<file path="config.mk">
export PLATFORM = sky130hd
export DESIGN_NAME = restlessness_pillow_toggler
export DESIGN_NICKNAME = d
export VERILOG_FILES = /design/src/rtl/core/rpt_pkg.sv /design/src/rtl/core/rpt_csr.sv /design/src/rtl/core/rpt_core.sv /design/src/rtl/core/restlessness_pillow_toggler.sv
export SDC_FILE = /design/constraint.sdc
export NUM_CORES = 1
export LEC_CHECK = 0
export ABC_AREA = 1
export BUFFER_PORTS_ARGS = -buffer_cell sky130_fd_sc_hd__buf_2
export CORE_MARGIN = 4
export CORE_UTILIZATION = 35
export CTS_CLUSTER_DIAMETER = 120
export DETAILED_ROUTE_END_ITERATION = 8
export SLEW_MARGIN = 20
export SYNTH_ARGS = -nofsm -noshare
export SYNTH_HDL_FRONTEND = slang
export SYNTH_SLANG_ARGS = --single-unit
</file>
<file path="constraint.sdc">
create_clock -name clock -period 7.36 [get_ports clock]
set_input_delay 0 -clock clock [delete_from_list [all_inputs] [get_ports clock]]
set_output_delay 0 -clock clock [all_outputs]
set_load 0.02 [all_outputs]
</file>
<file path="src/rtl/core/rpt_pkg.sv">
`timescale 1ns / 1ps
`default_nettype none
// ----------------------------------------------------------------------------
// rpt_pkg: shared types and constants
// Register indexes, reset values and the item, result and config records.
// ----------------------------------------------------------------------------
package rpt_pkg;

   localparam int unsigned CSR_INDEX_W = 3;
   localparam int unsigned CSR_DATA_W  = 32;

   localparam logic [CSR_INDEX_W-1:0] REG_ENABLE          = 3'd0;
   localparam logic [CSR_INDEX_W-1:0] REG_MAG_THRESHOLD   = 3'd1;
   localparam logic [CSR_INDEX_W-1:0] REG_WINDOW_MS       = 3'd2;
   localparam logic [CSR_INDEX_W-1:0] REG_COUNT_LIMIT     = 3'd3;
   localparam logic [CSR_INDEX_W-1:0] REG_MIN_INTERVAL_MS = 3'd4;
   localparam logic [CSR_INDEX_W-1:0] REG_ANGLE_LOW       = 3'd5;
   localparam logic [CSR_INDEX_W-1:0] REG_ANGLE_HIGH      = 3'd6;

   localparam logic        RST_ENABLE          = 1'b1;
   localparam logic [15:0] RST_MAG_THRESHOLD   = 16'd3072;
   localparam logic [31:0] RST_WINDOW_MS       = 32'd60000;
   localparam logic [7:0]  RST_COUNT_LIMIT     = 8'd5;
   localparam logic [31:0] RST_MIN_INTERVAL_MS = 32'd300000;
   localparam logic [7:0]  RST_ANGLE_LOW       = 8'd0;
   localparam logic [7:0]  RST_ANGLE_HIGH      = 8'd90;

   localparam logic       KIND_SAMPLE = 1'b0;
   localparam logic       KIND_MANUAL = 1'b1;
   localparam logic [7:0] COUNT_MAX   = 8'd255;

   typedef struct packed {
      logic        enable;
      logic [15:0] mag_threshold;
      logic [31:0] window_ms;
      logic [7:0]  count_limit;
      logic [31:0] min_interval_ms;
      logic [7:0]  angle_low;
      logic [7:0]  angle_high;
   } cfg_type;

   typedef struct packed {
      logic        kind;
      logic [31:0] time_ms;
      logic [15:0] magnitude;
   } item_type;

   typedef struct packed {
      logic [7:0] motion_tally;
      logic       moved;
      logic       adjusted;
      logic [7:0] pillow_angle;
   } result_type;

endpackage
`default_nettype wire

</file>
<file path="src/rtl/core/rpt_csr.sv">
`timescale 1ns / 1ps
`default_nettype none
// ----------------------------------------------------------------------------
// rpt_csr: configuration registers
// Write-only register file; writes land on the edge with the enable high.
// ----------------------------------------------------------------------------
module rpt_csr (
   input  wire logic                              clock,
   input  wire logic                              reset,
   input  wire logic                              csr_we,
   input  wire logic [rpt_pkg::CSR_INDEX_W-1:0]   csr_index,
   input  wire logic [rpt_pkg::CSR_DATA_W-1:0]    csr_wdata,
   output rpt_pkg::cfg_type                       cfg
);

   rpt_pkg::cfg_type cfg_ff;
   rpt_pkg::cfg_type cfg_in;

   always_comb begin
      cfg_in = cfg_ff;
      if (csr_we) begin
         case (csr_index)
            rpt_pkg::REG_ENABLE:          cfg_in.enable          = csr_wdata[0];
            rpt_pkg::REG_MAG_THRESHOLD:   cfg_in.mag_threshold   = csr_wdata[15:0];
            rpt_pkg::REG_WINDOW_MS:       cfg_in.window_ms       = csr_wdata[31:0];
            rpt_pkg::REG_COUNT_LIMIT:     cfg_in.count_limit     = csr_wdata[7:0];
            rpt_pkg::REG_MIN_INTERVAL_MS: cfg_in.min_interval_ms = csr_wdata[31:0];
            rpt_pkg::REG_ANGLE_LOW:       cfg_in.angle_low       = csr_wdata[7:0];
            rpt_pkg::REG_ANGLE_HIGH:      cfg_in.angle_high      = csr_wdata[7:0];
            default: ; // unmapped index, dropped
         endcase
      end
   end

   always_ff @(posedge clock) begin
      if (reset) begin
         cfg_ff.enable          <= rpt_pkg::RST_ENABLE;
         cfg_ff.mag_threshold   <= rpt_pkg::RST_MAG_THRESHOLD;
         cfg_ff.window_ms       <= rpt_pkg::RST_WINDOW_MS;
         cfg_ff.count_limit     <= rpt_pkg::RST_COUNT_LIMIT;
         cfg_ff.min_interval_ms <= rpt_pkg::RST_MIN_INTERVAL_MS;
         cfg_ff.angle_low       <= rpt_pkg::RST_ANGLE_LOW;
         cfg_ff.angle_high      <= rpt_pkg::RST_ANGLE_HIGH;
      end else begin
         cfg_ff <= cfg_in;
      end
   end

   assign cfg = cfg_ff;

endmodule
`default_nettype wire

</file>
<file path="src/rtl/core/rpt_core.sv">
`timescale 1ns / 1ps
`default_nettype none
// ----------------------------------------------------------------------------
// rpt_core: restlessness state and update logic
// Holds count, window start, last adjust time and angle; computes one
// transaction's result and next state in a single pass.
// ----------------------------------------------------------------------------
module rpt_core (
   input  wire logic                 clock,
   input  wire logic                 reset,
   input  wire logic                 fire,
   input  rpt_pkg::item_type         item,
   input  rpt_pkg::cfg_type          cfg,
   output rpt_pkg::result_type       result
);

   logic [7:0]  count_ff,        count_in;
   logic [31:0] window_start_ff, window_start_in;
   logic [31:0] last_adjust_ff,  last_adjust_in;
   logic [7:0]  angle_ff,        angle_in;

   logic        active;
   logic        is_sample;
   logic [31:0] win_elapsed;
   logic [31:0] adj_elapsed;
   logic        expire;
   logic        moved;
   logic [7:0]  count_base;
   logic [7:0]  count_inc;
   logic        auto_toggle;
   logic        toggle;
   logic [7:0]  angle_toggled;

   always_comb begin
      active      = cfg.enable;
      is_sample   = (item.kind == rpt_pkg::KIND_SAMPLE);
      win_elapsed = item.time_ms - window_start_ff;
      adj_elapsed = item.time_ms - last_adjust_ff;
      expire      = active && is_sample && (win_elapsed > cfg.window_ms);
      count_base  = expire ? 8'd0 : count_ff;
      moved       = active && is_sample && (item.magnitude > cfg.mag_threshold);
      if (!moved) begin
         count_inc = count_base;
      end else if (count_base == rpt_pkg::COUNT_MAX) begin
         count_inc = rpt_pkg::COUNT_MAX;
      end else begin
         count_inc = count_base + 8'd1;
      end
      auto_toggle = moved && (count_inc >= cfg.count_limit)
                    && (adj_elapsed > cfg.min_interval_ms);
      toggle      = (active && !is_sample) || auto_toggle;
      angle_toggled = (angle_ff == cfg.angle_low) ? cfg.angle_high : cfg.angle_low;

      count_in        = toggle ? 8'd0 : count_inc;
      angle_in        = toggle ? angle_toggled : angle_ff;
      window_start_in = expire ? item.time_ms : window_start_ff;
      last_adjust_in  = toggle ? item.time_ms : last_adjust_ff;

      result.pillow_angle = angle_in;
      result.adjusted     = toggle;
      result.moved        = moved;
      result.motion_tally = count_in;
   end

   always_ff @(posedge clock) begin
      if (reset) begin
         count_ff        <= 8'd0;
         window_start_ff <= 32'd0;
         last_adjust_ff  <= 32'd0;
         angle_ff        <= rpt_pkg::RST_ANGLE_LOW;
      end else if (fire) begin
         count_ff        <= count_in;
         window_start_ff <= window_start_in;
         last_adjust_ff  <= last_adjust_in;
         angle_ff        <= angle_in;
      end
   end

   // a toggle always leaves the count cleared
   a_toggle_clears: assert property (@(posedge clock) disable iff (reset)
      fire && toggle |=> count_ff == 8'd0)
      else $error("count not cleared after toggle");

   // disabled transactions leave all state alone
   a_disabled_hold: assert property (@(posedge clock) disable iff (reset)
      fire && !cfg.enable |=> $stable(count_ff) && $stable(angle_ff)
         && $stable(window_start_ff) && $stable(last_adjust_ff))
      else $error("state changed while disabled");

   // manual requests never report a movement
   a_manual_no_move: assert property (@(posedge clock) disable iff (reset)
      fire && item.kind == rpt_pkg::KIND_MANUAL |-> !moved)
      else $error("manual request flagged as movement");

   // any toggle, manual or automatic, stamps the adjustment time with the transaction time
   a_adjust_stamp: assert property (@(posedge clock) disable iff (reset)
      fire && toggle |=> last_adjust_ff == $past(item.time_ms))
      else $error("adjust time not stored");

endmodule
`default_nettype wire

</file>
<file path="src/rtl/core/restlessness_pillow_toggler.sv">
`timescale 1ns / 1ps
`default_nettype none
// ----------------------------------------------------------------------------
// restlessness_pillow_toggler: restlessness-driven pillow angle control
// Counts motion samples above a threshold inside a time window and toggles the pillow
// angle at the count limit once the minimum interval has passed; manual requests toggle now.
// ----------------------------------------------------------------------------
// The block takes one transaction per clock while req_tready is high and
// returns exactly one result transaction for each, passing it through the
// input register and then the result register. The state update (window,
// count, angle, adjust time) is a single combinational pass between those
// two registers, so back-to-back transactions see each other's effects with
// no bubble. req_tready falls only when both registers are full and
// rsp_tready is low. Configuration registers are write only and should be
// changed while no transaction is in flight.
// ----------------------------------------------------------------------------
module restlessness_pillow_toggler (
   input  wire logic                             clock,
   input  wire logic                             reset,
   // request channel
   input  wire logic                             req_tvalid,
   output logic                                  req_tready,
   input  wire logic [47:0]                      req_tdata,  // time_ms[31:0], magnitude[47:32]
   input  wire logic                             req_tuser,  // kind (0 sample, 1 manual)
   // result channel
   output logic                                  rsp_tvalid,
   input  wire logic                             rsp_tready,
   output logic [23:0]                           rsp_tdata,  // pillow_angle[7:0], adjusted[8],
                                                             // moved[9], motion_tally[17:10],
                                                             // zero [23:18]
   // configuration
   input  wire logic                             csr_we,
   input  wire logic [rpt_pkg::CSR_INDEX_W-1:0]  csr_index,
   input  wire logic [rpt_pkg::CSR_DATA_W-1:0]   csr_wdata
);

   rpt_pkg::cfg_type    cfg;
   rpt_pkg::item_type   item_ff, item_in;
   rpt_pkg::result_type rsp_ff, rsp_in;
   logic                in_vld_ff, in_vld_in;
   logic                out_vld_ff, out_vld_in;
   logic                advance;   // input stage moves into result register
   logic                req_take;
   logic                rsp_take;

   rpt_csr u_csr (
      .clock     (clock),
      .reset     (reset),
      .csr_we    (csr_we),
      .csr_index (csr_index),
      .csr_wdata (csr_wdata),
      .cfg       (cfg)
   );

   rpt_core u_core (
      .clock  (clock),
      .reset  (reset),
      .fire   (advance),
      .item   (item_ff),
      .cfg    (cfg),
      .result (rsp_in)
   );

   always_comb begin
      rsp_take   = out_vld_ff && rsp_tready;
      advance    = in_vld_ff && (!out_vld_ff || rsp_tready);
      req_tready = !in_vld_ff || advance;
      req_take   = req_tvalid && req_tready;

      item_in.kind      = req_tuser;
      item_in.time_ms   = req_tdata[31:0];
      item_in.magnitude = req_tdata[47:32];

      in_vld_in  = req_take || (in_vld_ff && !advance);
      out_vld_in = advance || (out_vld_ff && !rsp_take);
   end

   always_ff @(posedge clock) begin
      if (reset) begin
         in_vld_ff  <= 1'b0;
         out_vld_ff <= 1'b0;
      end else begin
         in_vld_ff  <= in_vld_in;
         out_vld_ff <= out_vld_in;
      end
   end

   // payload registers, no reset
   always_ff @(posedge clock) begin
      if (req_take) begin
         item_ff <= item_in;
      end
      if (advance) begin
         rsp_ff <= rsp_in;
      end
   end

   assign rsp_tvalid = out_vld_ff;
   assign rsp_tdata  = {6'd0, rsp_ff.motion_tally, rsp_ff.moved,
                        rsp_ff.adjusted, rsp_ff.pillow_angle};

endmodule
`default_nettype wire
</file>
== After elaboration in Yosys (flattened, before gate mapping) ==
Cells that the tools add are included.
Storage, ports and cells
  input bits: 89
  bits in registers: 254
  logic and storage cells: 72
  output and inout bits: 26
Operators by class
  multiplexer cells: 6
  order comparisons: 4
  reduce and logical (&&, ||, !) cells: 30
  add/subtract/negate cells: 3
  bitwise logic cells: 1
  equality and inequality tests: 8
Operators with widths (number)
  $gt A32 B32 Y1: 2
  $sub A32 B32 Y32: 2
  $mux W8: 6
  $reduce_and A2 Y1: 9
  $gt A16 B16 Y1: 1
  $logic_and A1 B1 Y1: 11
  $eq A3 B3 Y1 const B: 3
  $add A8 B1 Y8 const B: 1
  $eq A8 B8 Y1: 1
  $eq A8 B8 Y1 const B: 1
  $ge A8 B8 Y1: 1
  $eq A3 B2 Y1 const B: 2
  $logic_or A1 B1 Y1: 5
  $logic_not A1 Y1: 4
  $eq A3 B1 Y1 const B: 1
  $logic_not A3 Y1: 1
  $not A1 Y1: 1

== Logic depth before layout (Yosys ltp) ==
Gate-level depths: netlist (run 1).
  depth in word-level cells: 12
  gate-level depth with buffers: 41
  mapped depth without buffers: 39

== By module ==
Synthesis (run 1) repeated with hierarchy kept, for this count alone.
Second synthesis, totals
  cell total of the unflattened synthesis: 2034
  area, all modules: 15239.6 um^2
Modules (own cells, without submodules)
  rpt_core: area an instance 8943.6 um^2, cells each 1354, seq. area each 1601.5 um^2, instances 1
  rpt_csr: area an instance 4144.0 um^2, cells each 594, seq. area each 2102.0 um^2, instances 1
  restlessness_pillow_toggler: area an instance 2152.1 um^2, cells each 86, seq. area each 2052.0 um^2, instances 1

== Worst setup path before layout (run 1) ==
Ideal clock, no wire load.
  kind: flip-flop to flip-flop
  start: reg item_ff[16] (netlist name)
  end: reg rsp_ff, in the netlist rsp_tdata[11] (data pin)
  setup time: 0.250 ns
  cell stages (with the launch flop): 40
  period minus slack after synthesis: 5.198 ns
  data arrival time: 4.947 ns
  required time: 7.110 ns
  buffers on the path: 3
  setup slack: 2.162 ns
  cells stage by stage: edfxtp_1 inv_1 ha_1 inv_1 fa_1 nand3_1 nand2_1 a21oi_1 o21ai_2 nand2_1 nand2_1 a21o_1 a21oi_1 o21ai_0 xor2_1 ha_1 nand2_1 nor2_2 [4 not listed] buf_6 nand2_1 nor2_2 nand3_1 nand2_1 nand3_2 ha_1 nand2_1 nor2_1 nand4_1 o2111ai_1 nand2_2 o21ai_2 buf_6 inv_4 buf_6 nand2_2 inv_1
RTL lines
  start: declaration: line restlessness_pillow_toggler.sv:38  | rpt_pkg::item_type item_ff, item_in;
  start signal: assignment: line restlessness_pillow_toggler.sv:91  | item_ff <= item_in;
  end signal: assignment: line restlessness_pillow_toggler.sv:94  | rsp_ff <= rsp_in;
  end: declaration: line restlessness_pillow_toggler.sv:39  | rpt_pkg::result_type rsp_ff, rsp_in;

== Worst setup path after layout (run 1) ==
  start: reg item_ff[16] (netlist name)
  end: reg u_core.last_adjust_ff[7]
On the way
  cells in the longest elaborated chain, start to end: 12
  elaborated cells on any way between the ends: 15
  classes of those cells: add/sub (3); order compare (3); eq/ne (1); mux (3); reduce/logical (5)
Ends and longest elaborated chain
  $sub A32 B32 Y32: line rpt_core.sv:37  | win_elapsed = item.time_ms - window_start_ff;
  $gt A32 B32 Y1: line rpt_core.sv:39  | expire = active && is_sample && (win_elapsed > cfg.window_ms);
  $logic_and A1 B1 Y1: line rpt_core.sv:39
  $mux W8: line rpt_core.sv:40  | count_base = expire ? 8'd0 : count_ff;
  $add A8 B1 Y8 or $eq A8 B8 Y1 (tied branches): line rpt_core.sv:47, rpt_core.sv:44
  $mux W8: line rpt_core.sv:44  | end else if (count_base == rpt_pkg::COUNT_MAX) begin
  $mux W8: line rpt_core.sv:42  | if (!moved) begin
  $ge A8 B8 Y1: line rpt_core.sv:49  | auto_toggle = moved && (count_inc >= cfg.count_limit)
  $logic_and A1 B1 Y1: line rpt_core.sv:49
  $logic_and A1 B1 Y1 (*): line rpt_core.sv:50  | && (adj_elapsed > cfg.min_interval_ms);
  $logic_or A1 B1 Y1 (*): line rpt_core.sv:51  | toggle = (active && !is_sample) || auto_toggle;
  $reduce_and A2 Y1 (no source line) (*)
  end signal: assignment: line rpt_core.sv:74  | last_adjust_ff <= last_adjust_in;
  end: declaration: line rpt_core.sv:19  | logic [31:0] last_adjust_ff, last_adjust_in;
Mark *: on every way between the ends. The rest lies on a longest branch, timed or not.
A chain may end at the register's enable or synchronous reset.

==> results.txt, run 1 <==
* Result of the run: finished clean
* Number of antenna violations at the first check in global routing: 1
* Top cell type by total area after synthesis: sky130_fd_sc_hd__dfxtp_1
- In this design, the critical path's most frequently occurring cell is sky130_fd_sc_hd__nand2_1.
* Total negative slack: 0 ps
* Highest achievable clock rate: between 0.15 and 0.2 GHz
* CP max-delay cell: sky130_fd_sc_hd__clkinv_2
- Die area: ~45000 um2
- Kind of critical path: reg -> reg
- Post-CTS repair changed the size of 0 cells.
- Summed over all nets, the switching power comes to approximately 1300 uW.
* Max-Cap Viols: 0
- Global routing finished with a remaining overflow of 0.
- Cell depth of the worst min-delay path: 2
- After the last flow step, the layout net total stands at between 2000 and 2500.
- TritonCTS clock tree: built
- Setup Viol. Count Final: 0
- Worst hold-check path type: in -> reg
- A synthesized cell averages 7.996 um2.
- Proportion of power drawn by flip-flops and latches: 38.9%
* Via total after detailed routing: ~12000
- Entering global routing, the biggest net connects between 90 and 100 pins.
* Fraction of power consumed by the clock network: a little under two fifths
- Gr usage total: between 10% and 20%
* CTS Sinks: roughly 250
- Max Slew Vio Count: 0
- Overall die height: 211.4 um
- DRC violations left: 0
* Comb pwr share: between 20% and 30%
- Violation count after the first detailed-route iteration: around 630
- Summing all flip-flop and latch instances after layout gives roughly 5800 um2.
- The share of synthesized area in the top cell type comes to between 20% and 30%.
* Core Area: ~41000 um2
- Power density cells: between 200 and 250 nW/um2
- Crit share post-route: approximately 88%
- After filler insertion, the fill cell instance count of the layout stands at slightly above 4000.
* Biggest fanout along the worst timing path: 40
- Normalized max-slew margin: approximately a third
- In this run the static leakage power is 0.007465 uW.
- Number of global-route vias before repair: 12064
- STA classifies the critical path endpoint as a flop.
- Slack of the worst reg-to-reg path: 920 ps
- The multi-input combinational cells in the finished layout cover a total of 7442 um2.
- For this run, the number of Yosys warnings is 0.
- Port bufs: between 100 and 150
- The number of endpoints with negative hold slack in the final report came to 0.
- The number of setup buffers added after CTS is 0.
* Maximum vdd ir drop: around 0.18 mV
- EDFF count, synth: 67
- For this configuration, the core starts out at a cell density of a little over a third.
- Worst setup SP type: flop
* RSZ-0062 raised after global routing: no
- By count the netlist is led by 262 x sky130_fd_sc_hd__inv_1, 244 x sky130_fd_sc_hd__nand2_1, 219 x sky130_fd_sc_hd__a21oi_1.
- Horiz. Die Dim: ~210 um
- Leading register cell type out of synthesis: sky130_fd_sc_hd__dfxtp_1
- Skew-Pair Late Insertion Delay: 590 ps
- Once detail routing completed, the nets flagged for antenna violations numbered 0.
- At the pin with the least slew margin, the transition time is around 980 ps.
- Arrival @ worst endpoint: ~6900 ps
- Fraction of power spent switching nets: approximately a third
- The wire-length estimate of the detail-placed layout is about 28000 um.
- Post-synthesis to final-layout area growth: 20.14%
- In the final routed layout, each cell accounts on average for approximately 15 um.
- Leading post-synthesis cells by cell area: sky130_fd_sc_hd__dfxtp_1 26%, sky130_fd_sc_hd__edfxtp_1 14%, sky130_fd_sc_hd__ha_1 13%
- Of the synthesized area, sequential elements account for 39.75%.
- Worst clock skew: about 26 ps
- For the worst setup path, the data required time is 7840 ps.
* Internal power summed over all cells: between 2000 and 3000 uW
- Wires add up to 38320 um.
* Count of unique library cells instantiated by Yosys: 50
- After clock tree synthesis, the clock-pin slew on the worst setup and hold paths is 60 ps.
* Routability congestion estimate: 0.8724
- After synthesis, the share of flip-flops with an asynchronous set or reset is 0%.
* Cell Area, Synth: 14480 um2
- Gate count after technology mapping: 1811
- Fraction of layout instances using a drive strength above 1: between 10% and 20%
- Clock tree synthesis selected as its root buffer the cell sky130_fd_sc_hd__clkbuf_16.
* Most numerous cell in the Yosys netlist: sky130_fd_sc_hd__inv_1
- Global-route wire length before repair: 62070 um
- Router iterations before antenna repair: 5
* I/O pin count: approximately 120
- Counting the buffers created by CTS gives 30.
- Worst Reg-to-Reg Cells: 38
- The worst path needs between 6000 and 7000 ps of the cycle, external delays included.
- Hold is met by 114.4 ps.
- The initialized floorplan defines 74 standard-cell rows.
* Via count normalized by instance count: ~4.8
* Count of state elements after synthesis: between 200 and 300
* Maximum buffer depth of the clock tree: 3
- CTS built an H-tree with a depth of 1.
- The largest single stage delay on the critical path is between 500 and 600 ps.
## final timing paths
kind / startpoint / to
min reg2reg: u_core.window_start_ff[23] / u_core.window_start_ff[23]
min: req_tdata[6] / item_ff[22]
max reg2reg: item_ff[16] / u_core.last_adjust_ff[7]
max: item_ff[16] / u_core.last_adjust_ff[7]
## state kept, by name, summed over array words and instances, names as in the netlist
register	cells
u_core.count_ff	8
u_core.window_start_ff	32
u_core.angle_ff	8
rsp_tvalid	1
item_ff	49
in_vld_ff	1
u_core.last_adjust_ff	32
rsp_tdata	18
u_csr.cfg	105
## cell families (layout without fill, tap and decap cells)
family                     after synthesis  count (layout)  share of synthesized area [%]
AOI/OAI and AO/OA                      514             514                          19.42
xor gates and xnor gates                69              69                          4.174
adders and majority gates              152             152                          13.24
buffers and inverters                  326             531                          9.038
DFF                                    254             254                          39.75
other                                    1               7                        0.02590
and+or+nand+nor                        495             495                          14.36
## worst max-delay path: cells and delay by family (launching register included)
family,cells,cell delay [ps]
AND/OR/NAND/NOR,18,2120
AO/OA/AOI/OAI,10,1520
adder cells (fa/ha/maj),4,1130
buffers and inverters,5,940
flip-flops,1,410
XOR/XNOR,1,160
## placed cells by master (no fill, tap or decap), types with 10 or more instances in the layout
| master | synthesis | final |
|---|---|---|
| sky130_fd_sc_hd__a21oi_1 | 219 | 219 |
| sky130_fd_sc_hd__a21oi_2 | 10 | 10 |
| sky130_fd_sc_hd__buf_2 | 1 | 108 |
| sky130_fd_sc_hd__clkbuf_16 | 0 | 31 |
| sky130_fd_sc_hd__dfxtp_1 | 187 | 187 |
| sky130_fd_sc_hd__dlygate4sd3_1 | 0 | 94 |
| sky130_fd_sc_hd__edfxtp_1 | 67 | 67 |
| sky130_fd_sc_hd__ha_1 | 150 | 150 |
| sky130_fd_sc_hd__inv_1 | 262 | 260 |
| sky130_fd_sc_hd__nand2_1 | 244 | 243 |
| sky130_fd_sc_hd__nand2_2 | 16 | 16 |
| sky130_fd_sc_hd__nand3_1 | 30 | 30 |
| sky130_fd_sc_hd__nand4_1 | 12 | 12 |
| sky130_fd_sc_hd__nor2_1 | 169 | 169 |
| sky130_fd_sc_hd__o211ai_1 | 23 | 23 |
| sky130_fd_sc_hd__o21ai_0 | 206 | 206 |
| sky130_fd_sc_hd__xnor2_1 | 21 | 21 |
| sky130_fd_sc_hd__xor2_1 | 48 | 48 |
## final cells by class
type / instances / share of cell area [%]
diodes: 1 / 0.01438
well taps: 532 / 3.826
multi-input cells: 1236 / 42.78
inverters: 265 / 5.754
repair buffers: 210 / 8.861
flip-flops and latches: 254 / 33.08
clock inverters: 15 / 0.7768
clock buffers: 41 / 4.905
## power groups by stage
stage	registers, uW	logic, uW	clock network (uW)
2_1_floorplan	1580	686	0
3_3_place_gp	1590	905	0
3_5_place_dp	1590	927	0
4_1_cts	1560	972	1510
5_1_grt	1560	1110	1570
6_report	1560	969	1480
## through the flow
step                cell area (um2)  setup slack (ps)  power, uW  util [%]  instances
floorplan                     14500              2162       2267         -       1816
CTS                           17390             912.6       4041     42.59       2553
finish                        17400             919.2       4000     42.61       2554
global placement              15460              1078       2490     37.86       2403
global route                  17400             142.4       4245     42.61       2554
detailed placement            15460             929.6       2514     37.86       2403
## routing by layer
layer	global-route usage, %	wire (um)	vias to the layer above
met3	2.045	1508	61
met4	5.598	1252	0
met5	0	0	-
met2	29.11	18100	236
met1	22.25	17460	5615
li1	-	-	6394
## what timing repair did
item,4_1_cts,5_1_grt
hold endpoints to repair,158,0
endpoints found under the setup margin,0,0
hold buffers,94,0
No activity file was read; power rests on OpenSTA's default activity.
==> run 2: changes to the inputs <==
--- a/config.mk
+++ b/config.mk
@@ -9,6 +9,7 @@
 export BUFFER_PORTS_ARGS = -buffer_cell sky130_fd_sc_hd__buf_2
 export CORE_MARGIN = 4
 export CORE_UTILIZATION = 35
+export CTS_BUF_LIST = sky130_fd_sc_hd__clkbuf_8
 export CTS_CLUSTER_DIAMETER = 120
 export DETAILED_ROUTE_END_ITERATION = 8
 export SLEW_MARGIN = 20
==> results.txt, run 2 (synthesis results as in run 1) <==
- The flow ran to the end, and the final reports show no timing, DRC or antenna violations.
- Post-synthesis to final-layout area growth: 19.86%
- Startpoint of the lowest-slack hold path: csr_we
* Router iterations before antenna repair: 7
- Highest achievable clock rate: about 0.16 GHz
* Most used cell, CP: sky130_fd_sc_hd__nand2_1
- In this run the post-CTS setup repair buffer count came out at 0.
- Worst setup SP type: flop
* Worst Reg-to-Reg Cells: 38
* Worst clock skew: 46.68 ps
* Via total after detailed routing: 12430
- In this run the clock root is driven by a sky130_fd_sc_hd__clkbuf_8.
- Critical path endpoint category: flop
- After the first detailed-routing iteration, the DRC count stood at ~660.
- For this run, the slowest stage of the critical path takes 500 ps.
* CP max-delay cell: sky130_fd_sc_hd__clkinv_2
* Floorplan row count: 74
- Clock-pin transition on the worst setup and hold timing paths: 60 ps
- Commonest non-fill, non-tap cells in the layout: 285 x sky130_fd_sc_hd__inv_1, 243 x sky130_fd_sc_hd__nand2_1, 219 x sky130_fd_sc_hd__a21oi_1
- Depth of the CTS H-tree: 2
- TritonCTS built the clock tree.
- At the later pin of the worst-skew pair, clock insertion delay measures 630 ps.
* Detailed Route WL: around 39000 um
- Starting density of the core: 35.46%
- Fraction of layout instances using a drive strength above 1: a little under an eighth
* Worst Hold Endpoint: u_csr.cfg[6]
- Core Area: 40830 um2
- The final critical path takes up 87.23% of the cycle.
- The number of endpoints with negative hold slack in the final report was 0.
- Maximum number of pins on one net before global-route repair: 96
- After detailed routing, the average wire length per cell comes to approximately 15 um.
* Cell count after placement: roughly 2400
* Cell depth of the worst min-delay path: 4
- Total of fill cells in the finished design: between 4000 and 5000
- Normalized max-slew margin: between 30% and 40%
- Capture instance of the worst register-to-register path: u_core.last_adjust_ff[7]
* Required time at the worst-slack endpoint: about 7900 ps
- For this design the ratio of total power to cell area is 224.0 nW/um2.
- Together, buffers and inverters on the worst path number 5.
* Minimum clock period: between 6000 and 7000 ps
* Count of instances resized after the clock tree is built: 0
- Number of global-route vias before repair: around 12000
- Post-route non-filler standard cell count: 2585
* CTS Sinks: 254
* Worst hold-check path type: in -> reg
- Setup Viol. Count Final: 0
- In this run the critical register-to-register path is launched from item_ff[16].
* Total clock buffers created by CTS: 48
- In the routed design, unresolved DRC markers number 0.
- Antenna Cells: 0
- In this run the static leakage power is 0.007544 uW.
- The floorplan step set the die height to 211.4 um.
- The floorplan step defined a die boundary enclosing approximately 45000 um2.
- Maximum buffer depth of the clock tree: 3
- After global routing the overflow that remains totals 0.
- Setup repair after global routing left no endpoint under its margin.
- The die is 211.4 um wide.
* Most frequent standard cell in the layout excluding fill and tap cells: sky130_fd_sc_hd__inv_1
* Kind of critical path: reg -> reg
- Global-route wire length before repair: 62760 um
- Gr usage total: between 10% and 20%
* Category of cells accounting for the largest share of critical-path delay: simple AND/OR/NAND/NOR gates
* I/O pin count: about 120
- After legalization and detailed placement, the total HPWL measured roughly 28000 um.
* Flip-flop count of the largest register, all copies and words added: roughly 110
- Number of antenna violations at the first check in global routing: 0
* Max-Cap Viols: 0
* Arrival @ worst endpoint: 6920 ps
- Setup slack on the worst reg-to-reg path comes out at 940 ps.
* Biggest fanout along the worst timing path: 40
- Maximum vdd ir drop: ~0.12 mV
- Final #Nets: 2257
- Antenna-violating nets left: 0
- Total negative slack: 0 ps
- In the routed layout, each cell is associated on average with a via count of 4.809.
- Port bufs: about 110
- Worst Tran Pin Value: approximately 1000 ps
- At the end of routability-driven placement, the weighted congestion stood at between 0.8 and 0.9.
- Max Slew Vio Count: 0
-- run 2: changes by cell type in the layout (fill, tap and decap cells not counted), moves of 2 or more --
cell / before / now
sky130_fd_sc_hd__clkbuf_8: 4 / 54
sky130_fd_sc_hd__clkinv_1: 0 / 2
sky130_fd_sc_hd__clkbuf_1: 6 / 0
sky130_fd_sc_hd__clkbuf_16: 31 / 0
sky130_fd_sc_hd__inv_1: 260 / 285
sky130_fd_sc_hd__clkinv_2: 9 / 3
sky130_fd_sc_hd__inv_4: 5 / 2
-- run 2: what timing repair did --
action                                  4_1_cts  5_1_grt
endpoints found under the setup margin        0        0
endpoints found under the hold margin       158        0
hold buffers                                 95        0
-- run 2: worst max-delay path by stage --
| stage | from | cells past startpoint | slack, ps | endpoint |
|---|---|---|---|---|
| final | item_ff[16] | 38 | 940 | u_core.last_adjust_ff[7] |
| after global routing | item_ff[16] | 38 | 140 | u_core.last_adjust_ff[16] |
| after global placement | item_ff[16] | 38 | 1080 | u_core.last_adjust_ff[11] |
| after CTS | item_ff[16] | 38 | 910 | u_core.last_adjust_ff[7] |
| after floorplan | item_ff[16] | 39 | 2160 | rsp_tdata[11] |
| after detailed placement | item_ff[16] | 38 | 930 | u_core.last_adjust_ff[7] |
-- run 2: worst register-to-register path, delay by kind of cell (launching register included) --
family                     cells  cell delay, ps
AOI/OAI and AO/OA             10            1530
DFF                            1             410
adders and majority gates      4            1130
and+or+nand+nor               18            2160
xor gates and xnor gates       1             160
buffers and inverters          5             920
-- run 2: metrics by stage --
stage	instance area, um2	worst slack (ps)	total power, uW	hold slack (ps)	util (%)
3_5_place_dp	15460	929.6	2514	178.1	37.86
2_1_floorplan	14500	2162	2267	69.07	-
4_1_cts	17350	906.4	3930	14.05	42.49
3_3_place_gp	15460	1078	2490	176.3	37.86
5_1_grt	17360	143.3	4144	61.82	42.50
6_report	17360	940.1	3887	47.72	42.50
-- run 2: cell type report --
class	instances	area (um2)	share of cell area (%)
repair buffers	211	1551	8.940
multi-input cells	1236	7442	42.88
well taps	532	665.6	3.835
flip-flops and latches	254	5756	33.16
inverters	265	1001	5.767
clock buffers	54	743.2	4.282
clock inverters	33	196.4	1.132
-- run 2: metal layers --
metal / vias to the layer above / track usage [%] / wire (um)
li1: 6432 / - / -
met1: 5665 / 21.89 / 17420
met2: 247 / 29.26 / 18160
met3: 86 / 2.845 / 1570
met4: 0 / 7.730 / 1560
met5: - / 0 / 0
-- run 2: power by group --
part | switching (uW) | total (uW) | internal (uW) | leakage [uW]
combinational | 590 | 968 | 378 | 0.00480
clock | 622 | 1360 | 740 | 0.000572
sequential | 39.9 | 1560 | 1520 | 0.00218
total | 1250 | 3890 | 2630 | 0.00754
